### src/rtl/e2c_pkg.sv
`timescale 1ns / 1ps
// Shared constants, types and a helper function of the epoch-to-calendar core.
// No dependencies; compile this file first.
package e2c_pkg;

    localparam int C_SECONDS_WIDTH = 40;

    // 86400 = 2^7 * 675: the power-of-two part is a plain shift
    localparam int C_SEC_DAY_SHIFT = 7;
    localparam int C_SEC_DAY_ODD   = 675;
    localparam int C_SHIFT_MARCH   = 719468;
    localparam int C_DAYS_400Y     = 146097;
    localparam int C_YEAR_MUL      = 2939745;
    localparam int C_MONTH_MUL     = 2141;
    localparam int C_MONTH_ADD     = 132377;
    localparam int C_JAN_DOY       = 306;
    localparam int C_JAN_FEB_DAYS  = 59;
    localparam int C_SEC_HOUR      = 3600;
    localparam int C_SEC_MIN       = 60;
    localparam int C_WDAY_OFFSET   = 4;

    // Low chunk widths of the two-step long divisions
    localparam int C_DAYS_LO = 20;
    localparam int C_N1_LO   = 12;

    // Register stages from input transfer to output register
    localparam int C_LATENCY = 14;
    // First stage that carries the time of day as one bundle
    localparam int C_STG_TOD = 9;

    typedef struct packed {
        logic [2:0] weekday;
        logic [4:0] hour;
        logic [5:0] minute;
        logic [5:0] second;
    } t_tod;

    // Quotient width of a w-bit dividend over a divisor of db bits
    function automatic int f_quot_width(input int w, input int db);
        return (w >= db) ? w - db + 1 : 1;
    endfunction

endpackage

### src/rtl/e2c_if.sv
`timescale 1ns / 1ps
// Valid/ready stream interfaces for the epoch-to-calendar core.
// Depends on e2c_pkg for the default seconds width.
interface e2c_in_if #(
    parameter int SECONDS_WIDTH = e2c_pkg::C_SECONDS_WIDTH
) ();
    logic                     valid;
    logic                     ready;
    logic [SECONDS_WIDTH-1:0] epoch_seconds;

    modport source (output valid, output epoch_seconds, input ready);
    modport sink   (input valid, input epoch_seconds, output ready);
endinterface

interface e2c_out_if ();
    logic        valid;
    logic        ready;
    logic [15:0] year;
    logic [3:0]  month;
    logic [4:0]  day_of_month;
    logic [8:0]  year_day;
    logic [2:0]  weekday;
    logic [4:0]  hour;
    logic [5:0]  minute;
    logic [5:0]  second;

    modport source (output valid, output year, output month, output day_of_month,
                    output year_day, output weekday, output hour, output minute,
                    output second, input ready);
    modport sink   (input valid, input year, input month, input day_of_month,
                    input year_day, input weekday, input hour, input minute,
                    input second, output ready);
endinterface

### src/rtl/epoch_seconds_to_calendar_core.sv
`timescale 1ns / 1ps
// Epoch seconds to Gregorian date and time of day, fully pipelined.
// Input channel i_in carries epoch_seconds; output channel o_out carries the year,
// month (0 = January), day of month, day of year, weekday (0 = Sunday), hour,
// minute and second of that instant. Both channels transfer on valid and ready.
// Throughput is one item per clock while o_out is not stalled. There are 14
// register stages: the input transfer loads stage 1 and stage 14 is the output
// register, from which the result transfers out on valid and ready. The
// depth is set by four two-stage constant dividers in series (days split in two
// chunks, century split in two chunks), the year-of-century, day-of-year and
// month stages, the two-stage day-of-month divider and the output register.
// Each stage holds a valid bit; a stage loads
// whenever it or any later stage is empty or the output is taken, so bubbles
// close up and input is still taken while a result waits at the output.
// When o_out.ready is low and every stage is full, i_in.ready drops and all
// data holds in place. Reset clears the valid bits only; the pipeline is then
// empty and ready at once.
// Depends on e2c_pkg, e2c_if and e2c_cdiv.
module epoch_seconds_to_calendar_core #(
    parameter int SECONDS_WIDTH = e2c_pkg::C_SECONDS_WIDTH
) (
    input logic       i_clk,
    input logic       i_rst_n,
    e2c_in_if.sink    i_in,
    e2c_out_if.source o_out
);
    import e2c_pkg::*;

    localparam int LAT      = C_LATENCY;
    localparam int LOW_BITS = C_DAYS_LO + C_SEC_DAY_SHIFT;
    localparam int HW       = SECONDS_WIDTH - LOW_BITS;
    localparam int DW       = SECONDS_WIDTH - 16;
    localparam int RDAY     = $clog2(C_SEC_DAY_ODD);
    localparam int QA       = f_quot_width(HW, RDAY);
    localparam int WDL      = RDAY + C_DAYS_LO;
    localparam int QDL      = f_quot_width(WDL, RDAY);
    localparam int SECW     = RDAY + C_SEC_DAY_SHIFT;
    localparam int N1W      = ((DW > 20) ? DW : 20) + 3;
    localparam int CHW      = N1W - C_N1_LO;
    localparam int RCEN     = $clog2(C_DAYS_400Y);
    localparam int QC       = f_quot_width(CHW, RCEN);
    localparam int WCL      = RCEN + C_N1_LO;
    localparam int QCL      = f_quot_width(WCL, RCEN);
    localparam int CW       = N1W - 17;
    localparam int RHR      = $clog2(C_SEC_HOUR);
    localparam int QHR      = f_quot_width(SECW, RHR);
    localparam int RMN      = $clog2(C_SEC_MIN);
    localparam int QMN      = f_quot_width(RHR, RMN);
    localparam int RMD      = $clog2(C_MONTH_MUL);
    localparam int QMD      = f_quot_width(16, RMD);
    localparam int ND6      = (DW + 6) / 6;

    logic [LAT:1] r_vld;
    logic [LAT:1] w_en;

    // ---------------- pipeline control ----------------
    for (genvar gs = 1; gs <= LAT; gs++) begin : g_en
        assign w_en[gs] = o_out.ready || !(&r_vld[LAT:gs]);
    end

    always_ff @(posedge i_clk) begin
        if (!i_rst_n) begin
            r_vld <= '0;
        end else begin
            if (w_en[1]) begin
                r_vld[1] <= i_in.valid;
            end
            for (int s = 2; s <= LAT; s++) begin
                if (w_en[s]) begin
                    r_vld[s] <= r_vld[s-1];
                end
            end
        end
    end

    assign i_in.ready  = w_en[1];
    assign o_out.valid = r_vld[LAT];

    // ---------------- stages 1-4: seconds to days and seconds of day ----------------
    logic [QA-1:0]       w_dhi_q;
    logic [RDAY-1:0]     w_dhi_r;
    logic [QDL-1:0]      w_dlo_q;
    logic [RDAY-1:0]     w_dlo_r;
    logic [LOW_BITS-1:0] r_s1_low, r_s2_low;
    logic [QA-1:0]       r_s3_qh, r_s4_qh;
    logic [C_SEC_DAY_SHIFT-1:0] r_s3_l7, r_s4_l7;

    e2c_cdiv #(.W(HW), .D(C_SEC_DAY_ODD)) u_day_hi (
        .i_clk  (i_clk),
        .i_en   (w_en[2:1]),
        .i_num  (i_in.epoch_seconds[SECONDS_WIDTH-1:LOW_BITS]),
        .o_quot (w_dhi_q),
        .o_rem  (w_dhi_r)
    );

    e2c_cdiv #(.W(WDL), .D(C_SEC_DAY_ODD)) u_day_lo (
        .i_clk  (i_clk),
        .i_en   (w_en[4:3]),
        .i_num  ({w_dhi_r, r_s2_low[LOW_BITS-1:C_SEC_DAY_SHIFT]}),
        .o_quot (w_dlo_q),
        .o_rem  (w_dlo_r)
    );

    always_ff @(posedge i_clk) begin
        if (w_en[1]) r_s1_low <= i_in.epoch_seconds[LOW_BITS-1:0];
        if (w_en[2]) r_s2_low <= r_s1_low;
        if (w_en[3]) begin
            r_s3_qh <= w_dhi_q;
            r_s3_l7 <= r_s2_low[C_SEC_DAY_SHIFT-1:0];
        end
        if (w_en[4]) begin
            r_s4_qh <= r_s3_qh;
            r_s4_l7 <= r_s3_l7;
        end
    end

    logic [DW-1:0]   w_days;
    logic [SECW-1:0] w_secs;
    logic [N1W-1:0]  w_n1;

    assign w_days = DW'({r_s4_qh, w_dlo_q[C_DAYS_LO-1:0]});
    assign w_secs = {w_dlo_r, r_s4_l7};
    assign w_n1   = {(N1W-2)'(w_days) + (N1W-2)'(C_SHIFT_MARCH), 2'b11};

    // ---------------- stages 5-8: century split, weekday, hour/minute ----------------
    logic [3*0+6*ND6-1:0] w_wsrc;
    logic [8:0]           w_wsum;
    logic [8:0]           r_s5_wsum;
    logic [6:0]           w_w2;
    logic [3:0]           w_w3, w_w4;
    logic [2:0]           w_wday;
    logic [2:0]           r_s6_wday, r_s7_wday, r_s8_wday;

    // 64 = 1 mod 7: sum the base-64 digits, then fold down
    assign w_wsrc = (6*ND6)'(w_days) + (6*ND6)'(C_WDAY_OFFSET);

    always_comb begin
        w_wsum = '0;
        for (int i = 0; i < ND6; i++) begin
            w_wsum = w_wsum + 9'(w_wsrc[6*i +: 6]);
        end
    end

    assign w_w2   = 7'(r_s5_wsum[5:0]) + 7'(r_s5_wsum[8:6]);
    assign w_w3   = 4'(w_w2[2:0]) + 4'(w_w2[5:3]) + 4'(w_w2[6]);
    assign w_w4   = 4'(w_w3[2:0]) + 4'(w_w3[3]);
    assign w_wday = (w_w4 >= 4'd7) ? 3'(w_w4 - 4'd7) : w_w4[2:0];

    logic [QC-1:0]      w_chi_q;
    logic [RCEN-1:0]    w_chi_r;
    logic [QCL-1:0]     w_clo_q;
    logic [RCEN-1:0]    w_clo_r;
    logic [C_N1_LO-1:0] r_s5_n1lo, r_s6_n1lo;
    logic [QC-1:0]      r_s7_qc, r_s8_qc;
    logic [QHR-1:0]     w_hr_q;
    logic [RHR-1:0]     w_hr_r;
    logic [QMN-1:0]     w_mn_q;
    logic [RMN-1:0]     w_mn_r;
    logic [4:0]         r_s7_hr, r_s8_hr;

    e2c_cdiv #(.W(CHW), .D(C_DAYS_400Y)) u_cen_hi (
        .i_clk  (i_clk),
        .i_en   (w_en[6:5]),
        .i_num  (w_n1[N1W-1:C_N1_LO]),
        .o_quot (w_chi_q),
        .o_rem  (w_chi_r)
    );

    e2c_cdiv #(.W(WCL), .D(C_DAYS_400Y)) u_cen_lo (
        .i_clk  (i_clk),
        .i_en   (w_en[8:7]),
        .i_num  ({w_chi_r, r_s6_n1lo}),
        .o_quot (w_clo_q),
        .o_rem  (w_clo_r)
    );

    e2c_cdiv #(.W(SECW), .D(C_SEC_HOUR)) u_tod_hr (
        .i_clk  (i_clk),
        .i_en   (w_en[6:5]),
        .i_num  (w_secs),
        .o_quot (w_hr_q),
        .o_rem  (w_hr_r)
    );

    e2c_cdiv #(.W(RHR), .D(C_SEC_MIN)) u_tod_mn (
        .i_clk  (i_clk),
        .i_en   (w_en[8:7]),
        .i_num  (w_hr_r),
        .o_quot (w_mn_q),
        .o_rem  (w_mn_r)
    );

    always_ff @(posedge i_clk) begin
        if (w_en[5]) begin
            r_s5_n1lo <= w_n1[C_N1_LO-1:0];
            r_s5_wsum <= w_wsum;
        end
        if (w_en[6]) begin
            r_s6_n1lo <= r_s5_n1lo;
            r_s6_wday <= w_wday;
        end
        if (w_en[7]) begin
            r_s7_qc   <= w_chi_q;
            r_s7_hr   <= w_hr_q[4:0];
            r_s7_wday <= r_s6_wday;
        end
        if (w_en[8]) begin
            r_s8_qc   <= r_s7_qc;
            r_s8_hr   <= r_s7_hr;
            r_s8_wday <= r_s7_wday;
        end
    end

    // ---------------- stage 9: year of century ----------------
    logic [CW-1:0] w_cent;
    logic [15:0]   w_doc;
    logic [39:0]   w_ymul;
    logic [15:0]   r_s9_cent;
    logic [15:0]   r_s9_doc;
    logic [6:0]    r_s9_yoc;
    t_tod          r_tod [C_STG_TOD:LAT];

    assign w_cent = CW'({r_s8_qc, w_clo_q[C_N1_LO-1:0]});
    assign w_doc  = w_clo_r[RCEN-1:2];
    assign w_ymul = 40'({w_doc, 2'b11}) * 40'(C_YEAR_MUL);

    always_ff @(posedge i_clk) begin
        if (w_en[C_STG_TOD]) begin
            r_s9_cent <= 16'(w_cent);
            r_s9_doc  <= w_doc;
            r_s9_yoc  <= w_ymul[38:32];
            r_tod[C_STG_TOD] <= '{weekday: r_s8_wday, hour: r_s8_hr,
                                  minute: w_mn_q[5:0], second: w_mn_r};
        end
        for (int s = C_STG_TOD + 1; s <= LAT; s++) begin
            if (w_en[s]) r_tod[s] <= r_tod[s-1];
        end
    end

    // ---------------- stage 10: day of March-based year, leap, base year ----------------
    logic [8:0]  w_doy;
    logic        w_leap;
    logic [8:0]  r_s10_doy;
    logic        r_s10_leap;
    logic [15:0] r_s10_year;

    assign w_doy  = 9'(r_s9_doc - 16'(r_s9_yoc) * 16'd365 - 16'(r_s9_yoc[6:2]));
    // century years are leap only every fourth century
    assign w_leap = (r_s9_yoc != 7'd0) ? (r_s9_yoc[1:0] == 2'd0) : (r_s9_cent[1:0] == 2'd0);

    always_ff @(posedge i_clk) begin
        if (w_en[10]) begin
            r_s10_doy  <= w_doy;
            r_s10_leap <= w_leap;
            r_s10_year <= r_s9_cent * 16'd100 + 16'(r_s9_yoc);
        end
    end

    // ---------------- stage 11: month code, January/February fold ----------------
    logic [19:0] w_n3;
    logic        w_janfeb;
    logic [8:0]  w_yday;
    logic [19:0] r_s11_n3;
    logic        r_s11_janfeb;
    logic [8:0]  r_s11_yday;
    logic [15:0] r_s11_year;

    assign w_n3     = 20'(r_s10_doy) * 20'(C_MONTH_MUL) + 20'(C_MONTH_ADD);
    assign w_janfeb = (r_s10_doy >= 9'(C_JAN_DOY));
    assign w_yday   = w_janfeb ? (r_s10_doy - 9'(C_JAN_DOY) + 9'd1)
                               : (r_s10_doy + 9'(C_JAN_FEB_DAYS) + 9'(r_s10_leap) + 9'd1);

    always_ff @(posedge i_clk) begin
        if (w_en[11]) begin
            r_s11_n3     <= w_n3;
            r_s11_janfeb <= w_janfeb;
            r_s11_yday   <= w_yday;
            r_s11_year   <= r_s10_year + 16'(w_janfeb);
        end
    end

    // ---------------- stages 12-14: day of month, output register ----------------
    logic [QMD-1:0] w_md_q;
    logic [RMD-1:0] w_md_r;
    logic [3:0]     r_s12_month, r_s13_month;
    logic [8:0]     r_s12_yday, r_s13_yday;
    logic [15:0]    r_s12_year, r_s13_year;
    logic [15:0]    r_o_year;
    logic [3:0]     r_o_month;
    logic [4:0]     r_o_mday;
    logic [8:0]     r_o_yday;

    e2c_cdiv #(.W(16), .D(C_MONTH_MUL)) u_mday (
        .i_clk  (i_clk),
        .i_en   (w_en[13:12]),
        .i_num  (r_s11_n3[15:0]),
        .o_quot (w_md_q),
        .o_rem  (w_md_r)
    );

    always_ff @(posedge i_clk) begin
        if (w_en[12]) begin
            r_s12_month <= r_s11_janfeb ? (r_s11_n3[19:16] - 4'd12) : r_s11_n3[19:16];
            r_s12_yday  <= r_s11_yday;
            r_s12_year  <= r_s11_year;
        end
        if (w_en[13]) begin
            r_s13_month <= r_s12_month;
            r_s13_yday  <= r_s12_yday;
            r_s13_year  <= r_s12_year;
        end
        if (w_en[LAT]) begin
            r_o_year  <= r_s13_year;
            r_o_month <= r_s13_month;
            r_o_mday  <= 5'(w_md_q) + 5'd1;
            r_o_yday  <= r_s13_yday;
        end
    end

    assign o_out.year         = r_o_year;
    assign o_out.month        = r_o_month;
    assign o_out.day_of_month = r_o_mday;
    assign o_out.year_day     = r_o_yday;
    assign o_out.weekday      = r_tod[LAT].weekday;
    assign o_out.hour         = r_tod[LAT].hour;
    assign o_out.minute       = r_tod[LAT].minute;
    assign o_out.second       = r_tod[LAT].second;

endmodule

### src/rtl/e2c_cdiv.sv
`timescale 1ns / 1ps
// Two-stage divider by a constant: reciprocal multiply, then quotient and remainder.
// Depends on e2c_pkg (f_quot_width).
module e2c_cdiv #(
    parameter int W  = 16,
    parameter int D  = 3,
    parameter int RW = $clog2(D),
    parameter int QW = e2c_pkg::f_quot_width(W, RW)
) (
    input  logic          i_clk,
    input  logic [1:0]    i_en,
    input  logic [W-1:0]  i_num,
    output logic [QW-1:0] o_quot,
    output logic [RW-1:0] o_rem
);
    import e2c_pkg::*;

    // ceil(2^K / D) is exact for every W-bit dividend since the rounding error is below 2^RW
    localparam int K  = W + RW;
    localparam int MW = W + 2;
    localparam int PW = K + QW;
    localparam longint unsigned C_RECIP_L = ((64'd1 << K) + D - 1) / D;
    localparam logic [MW-1:0]   C_RECIP   = MW'(C_RECIP_L);
    localparam logic [W-1:0]    C_DIV_W   = W'(D);

    logic [PW-1:0] r_prod;
    logic [W-1:0]  r_num;
    logic [QW-1:0] r_quot;
    logic [RW-1:0] r_rem;
    logic [QW-1:0] w_quot;
    logic [W-1:0]  w_rem;

    always_ff @(posedge i_clk) begin
        if (i_en[0]) begin
            r_prod <= PW'(i_num) * PW'(C_RECIP);
            r_num  <= i_num;
        end
    end

    // remainder is below 2^W, so modulo-2^W arithmetic is enough
    assign w_quot = r_prod[PW-1:K];
    assign w_rem  = r_num - W'(w_quot) * C_DIV_W;

    always_ff @(posedge i_clk) begin
        if (i_en[1]) begin
            r_quot <= w_quot;
            r_rem  <= RW'(w_rem);
        end
    end

    assign o_quot = r_quot;
    assign o_rem  = r_rem;

endmodule

### src/flat_wrapper.sv
// flat-port wrapper written by rule: the top's interface ports become plain ports
module epoch_seconds_to_calendar_core_flat import e2c_pkg::*;
#(
    parameter int SECONDS_WIDTH = e2c_pkg::C_SECONDS_WIDTH
)
  (i_clk, i_rst_n, i_in_valid, i_in_epoch_seconds, i_in_ready, o_out_valid, o_out_year, o_out_month, o_out_day_of_month, o_out_year_day, o_out_weekday, o_out_hour, o_out_minute, o_out_second, o_out_ready);
  e2c_in_if #(.SECONDS_WIDTH(SECONDS_WIDTH)) i_in_i ();
  e2c_out_if o_out_i ();
  input logic i_clk;
  input logic i_rst_n;
  input wire logic [$bits(i_in_i.valid)-1:0] i_in_valid;
  input wire logic [$bits(i_in_i.epoch_seconds)-1:0] i_in_epoch_seconds;
  output wire logic [$bits(i_in_i.ready)-1:0] i_in_ready;
  output wire logic [$bits(o_out_i.valid)-1:0] o_out_valid;
  output wire logic [$bits(o_out_i.year)-1:0] o_out_year;
  output wire logic [$bits(o_out_i.month)-1:0] o_out_month;
  output wire logic [$bits(o_out_i.day_of_month)-1:0] o_out_day_of_month;
  output wire logic [$bits(o_out_i.year_day)-1:0] o_out_year_day;
  output wire logic [$bits(o_out_i.weekday)-1:0] o_out_weekday;
  output wire logic [$bits(o_out_i.hour)-1:0] o_out_hour;
  output wire logic [$bits(o_out_i.minute)-1:0] o_out_minute;
  output wire logic [$bits(o_out_i.second)-1:0] o_out_second;
  input wire logic [$bits(o_out_i.ready)-1:0] o_out_ready;
  assign i_in_i.valid = i_in_valid;
  assign i_in_i.epoch_seconds = i_in_epoch_seconds;
  assign i_in_ready = i_in_i.ready;
  assign o_out_valid = o_out_i.valid;
  assign o_out_year = o_out_i.year;
  assign o_out_month = o_out_i.month;
  assign o_out_day_of_month = o_out_i.day_of_month;
  assign o_out_year_day = o_out_i.year_day;
  assign o_out_weekday = o_out_i.weekday;
  assign o_out_hour = o_out_i.hour;
  assign o_out_minute = o_out_i.minute;
  assign o_out_second = o_out_i.second;
  assign o_out_i.ready = o_out_ready;
  epoch_seconds_to_calendar_core #(.SECONDS_WIDTH(SECONDS_WIDTH)) u_core (.i_clk(i_clk), .i_rst_n(i_rst_n), .i_in(i_in_i), .o_out(o_out_i));
endmodule
### config.mk
export PLATFORM = sky130hd
export DESIGN_NAME = epoch_seconds_to_calendar_core_flat
export DESIGN_NICKNAME = d
export VERILOG_FILES = /design/src/rtl/e2c_pkg.sv /design/src/rtl/e2c_if.sv /design/src/rtl/epoch_seconds_to_calendar_core.sv /design/src/rtl/e2c_cdiv.sv /design/src/flat_wrapper.sv
export SDC_FILE = /design/constraint.sdc
export NUM_CORES = 2
export LEC_CHECK = 0
export CAP_MARGIN = 0
export CORE_MARGIN = 4
export CORE_UTILIZATION = 60
export CTS_CLUSTER_SIZE = 10
export DETAILED_ROUTE_END_ITERATION = 16
export DONT_BUFFER_PORTS = 1
export GPL_TIMING_DRIVEN = 1
export PLACE_DENSITY = 0.87
export SYNTH_ARGS = -nofsm -noshare
export SYNTH_HDL_FRONTEND = slang
export SYNTH_SLANG_ARGS = --single-unit
### constraint.sdc
create_clock -name i_clk -period 6.5 [get_ports i_clk]
set_input_delay 0.975 -clock i_clk [delete_from_list [all_inputs] [get_ports i_clk]]
set_output_delay 0.975 -clock i_clk [all_outputs]
set_load 0.01 [all_outputs]
==> impl_metrics.env <==
export IMPL_status="complete, but fails checks"
export IMPL_failed_checks="setup timing"
export IMPL_multi_input_area_um2=46660
export IMPL_worst_setup_path_type="flop to flop"
export IMPL_route_vias_total=44950
export IMPL_htreeDepth=3
export IMPL_skew_ps=53.46
export IMPL_grt_use_total_pct=26.81
export IMPL_syn_avg_cell_area_um2=11.93
export IMPL_vias_per_cell=5.480
export IMPL_synthTopCellsByArea="edfxtp_1 28%, ha_1 26%, fa_1 26%, inv_1 8.7%, xnor2_1 2.4%"
export IMPL_worstPathMaxFanout=5
export IMPL_drc=0
export IMPL_finalSetupViolations=21
export IMPL_cp_end_kind="flop"
export IMPL_cpMaxStageDelayCell="fa_1"
export IMPL_fmax_ghz=0.1452
export IMPL_fin_crit_ps=6885
export IMPL_first_pass_iters=5
export IMPL_syn2layout_area_growth_pct=11.69
export IMPL_yosysTopAreaCell="edfxtp_1"
export IMPL_routabilityCongestion=0.9728
export IMPL_synth_warnings=0
export IMPL_synth_ff_type="edfxtp_1"
export IMPL_drt_initial_drc_count=3015
export IMPL_num_rows=127
export IMPL_grt_pass1_wl_um=264000
export IMPL_numCtsBuffers=84
export IMPL_cp_required_ps=6930
export IMPL_cts_hold_fix_buffers=0
export IMPL_rsz0062_at_grt="true"
export IMPL_pin_count=100
export IMPL_synth_cells=6084
export IMPL_first_global_vias=50300
export IMPL_layout_commonest_cell="inv_1"
export IMPL_fp_dieH_um=355.8
export IMPL_drt_wl_total_um=165400
export IMPL_crit_family="adder cells"
export IMPL_cts_tree="done"
export IMPL_min_period_over_period_pct=105.9
export IMPL_hold_violations=0
export IMPL_path_clk_slew_ps=60
export IMPL_crit_top_cell="fa_1"
export IMPL_slowest_delay_ps=550
export IMPL_cp_arrival_ps=7320
export IMPL_fill_cells=7957
export IMPL_grt_max_degree=67
export IMPL_dp_hpwl_um=133000
export IMPL_synth_fp_nets=8583
export IMPL_start_util_pct=60.51
export IMPL_die_w_um=355.8
export IMPL_die_area_um2=126600
export IMPL_fin_util_pct=67.58
export IMPL_drtAntennaViolNets=0
export IMPL_maxCapViolCount=0
export IMPL_synthesis_area_um2=72600
export IMPL_maxSlewViolCount=0
export IMPL_final_nets=9022
export IMPL_ff_latch_area_um2=20460
export IMPL_cts_root_buffer="clkbuf_16"
export IMPL_worst_pin_slew_ps=1160
export IMPL_cts_sinks=686
export IMPL_layout_setup_ws_ps=-385.4
export IMPL_drive_above_1_share_pct=10.57
export IMPL_path_cells="fa_2, ha_4, inv_2, fa_1, fa_1, inv_1, fa_1, inv_1, fa_1, inv_1, fa_1, ha_4, ha_4, a21o_1, a2111o_1, o211ai_1, nor2_1, a211oi_4, o21ai_2, o41ai_4, buf_4, o21ba_4, xnor2_2"
export IMPL_synth_seq_area_share_pct=28.18
export IMPL_overflow=0
export IMPL_clk_path_buf_depth=3
export IMPL_wl_per_cell_um=20.17
export IMPL_io_buffers=0
export IMPL_hold_class="input port to flop"
export IMPL_critPathBufInv=5
export IMPL_synthArstFlopShare_pct=0
export IMPL_layout_common_cells="1,649 x inv_1, 1,475 x ha_1, 910 x fa_1"
export IMPL_clock_latency_ps=710
export IMPL_relSlewSlack_pct=22.42
export IMPL_ys_seq_elements=686
export IMPL_synth_top_cell_area_share_pct=27.80
export IMPL_core_area_um2=120000
export IMPL_antenna_found_initial=1
export IMPL_cp_start_kind="flop"
export IMPL_ys_types=70
export IMPL_synth_edf_count=672
-- metal layers --
layer	track usage, %	part of all wire, %
met5	0	0.0054
met4	9.553	4.1
met3	4.371	5.8
met2	47.35	51
met1	33.44	39
-- cell type report --
class	instances	area share [%]
antenna	2	0.006173
clock buffer	132	2.864
clock inverter	18	0.3395
inverter	1687	7.813
multi-input combinational	3677	57.55
sequential	686	25.23
tap	1612	2.488
timing repair buffer	387	3.705
-- synth_stat cells, types with 4 or more instances --
| cell type | instances |
|---|---|
| xor2_1 | 78 |
| a21oi_1 | 149 |
| a211oi_1 | 17 |
| a31o_2 | 4 |
| a2111oi_0 | 5 |
| clkbuf_1 | 12 |
| o21ai_0 | 77 |
| xnor2_1 | 201 |
| nand2b_1 | 24 |
| nor3_1 | 30 |
| or3_1 | 6 |
| o211ai_1 | 8 |
| nand4_1 | 39 |
| nand2_1 | 88 |
| ha_1 | 1523 |
| buf_4 | 20 |
| o41ai_1 | 4 |
| and2_1 | 16 |
| nor2_1 | 124 |
| a21o_1 | 86 |
| nor2b_1 | 28 |
| inv_1 | 1687 |
| o21a_1 | 35 |
| fa_1 | 932 |
| or2_2 | 13 |
| a221oi_1 | 4 |
| a31oi_1 | 17 |
| o22ai_1 | 4 |
| nand3_1 | 55 |
| dfxtp_1 | 14 |
| a21boi_0 | 8 |
| edfxtp_1 | 672 |
| a211o_1 | 6 |
| o21bai_1 | 22 |
| and3_1 | 22 |
-- through the flow --
stage | std cells | setup slack, ps | instance area (um^2) | setup TNS [ps] | hold slack, ps
after global routing | 8199 | -590.7 | 81080 | -10020 | 333.3
final | 8201 | -385.4 | 81080 | -4746 | 369.5
after CTS | 8159 | -306.7 | 80090 | -3333 | 322.1
after floorplan | 6084 | -12.11 | 72720 | -21.12 | 400.3
after detailed placement | 7975 | -410.8 | 76910 | -5899 | 404.5
after global placement | 7975 | -238.3 | 76910 | -2826 | 400.4
-- kinds of logic (layout without fill, tap and decap cells) --
| kind of cell | after synthesis | after routing | synth area share [%] |
|---|---|---|---|
| flops | 686 | 686 | 28.18 |
| xor+xnor | 280 | 280 | 3.397 |
| mux | 5 | 5 | 0.07239 |
| other cells | 0 | 2 | 0 |
| simple gates | 458 | 458 | 3.106 |
| buf+inv | 1721 | 2224 | 9.002 |
| fa+ha+maj | 2455 | 2455 | 51.95 |
| compound gates | 479 | 479 | 4.290 |
-- registers in the layout, indices dropped and copies added (netlist names), 16 cells and up --
signal	cells
u_core.o_out.year	16
u_core.r_s10_year	16
u_core.r_s11_n3	20
u_core.r_s11_year	16
u_core.r_s12_year	16
u_core.r_s13_year	16
u_core.r_s1_low	27
u_core.r_s2_low	27
u_core.r_tod	120
u_core.u_cen_lo.o_rem	16
u_core.u_cen_lo.r_num	16
u_core.u_day_lo.o_quot	20
u_core.u_day_lo.r_prod	20
-- repair_timing --
action | in CTS | in global routing
gates cloned | 0 | 0
pin swaps | 69 | 153
buffers inserted | 35 | 47
gates resized for setup | 65 | 137
endpoints found under the setup margin | 27 | 30
-- final timing paths --
check / from / to / slack (ps) / cells after the start
setup / recovery: u_core.r_s2_low[25] / u_core.u_day_lo.r_prod[52] / -390 / 23
hold / removal: i_in_epoch_seconds[8] / u_core.r_s1_low[8] / 370 / 0
setup reg to reg: u_core.r_s2_low[25] / u_core.u_day_lo.r_prod[52] / -390 / 23
hold reg to reg: u_core.u_tod_hr.o_quot[1] / u_core.r_s7_hr[1] / 400 / 0
Power is left out: the tool's default activity adds up to more than one toggle a clock period on the data nets, which glitch-free logic cannot reach.
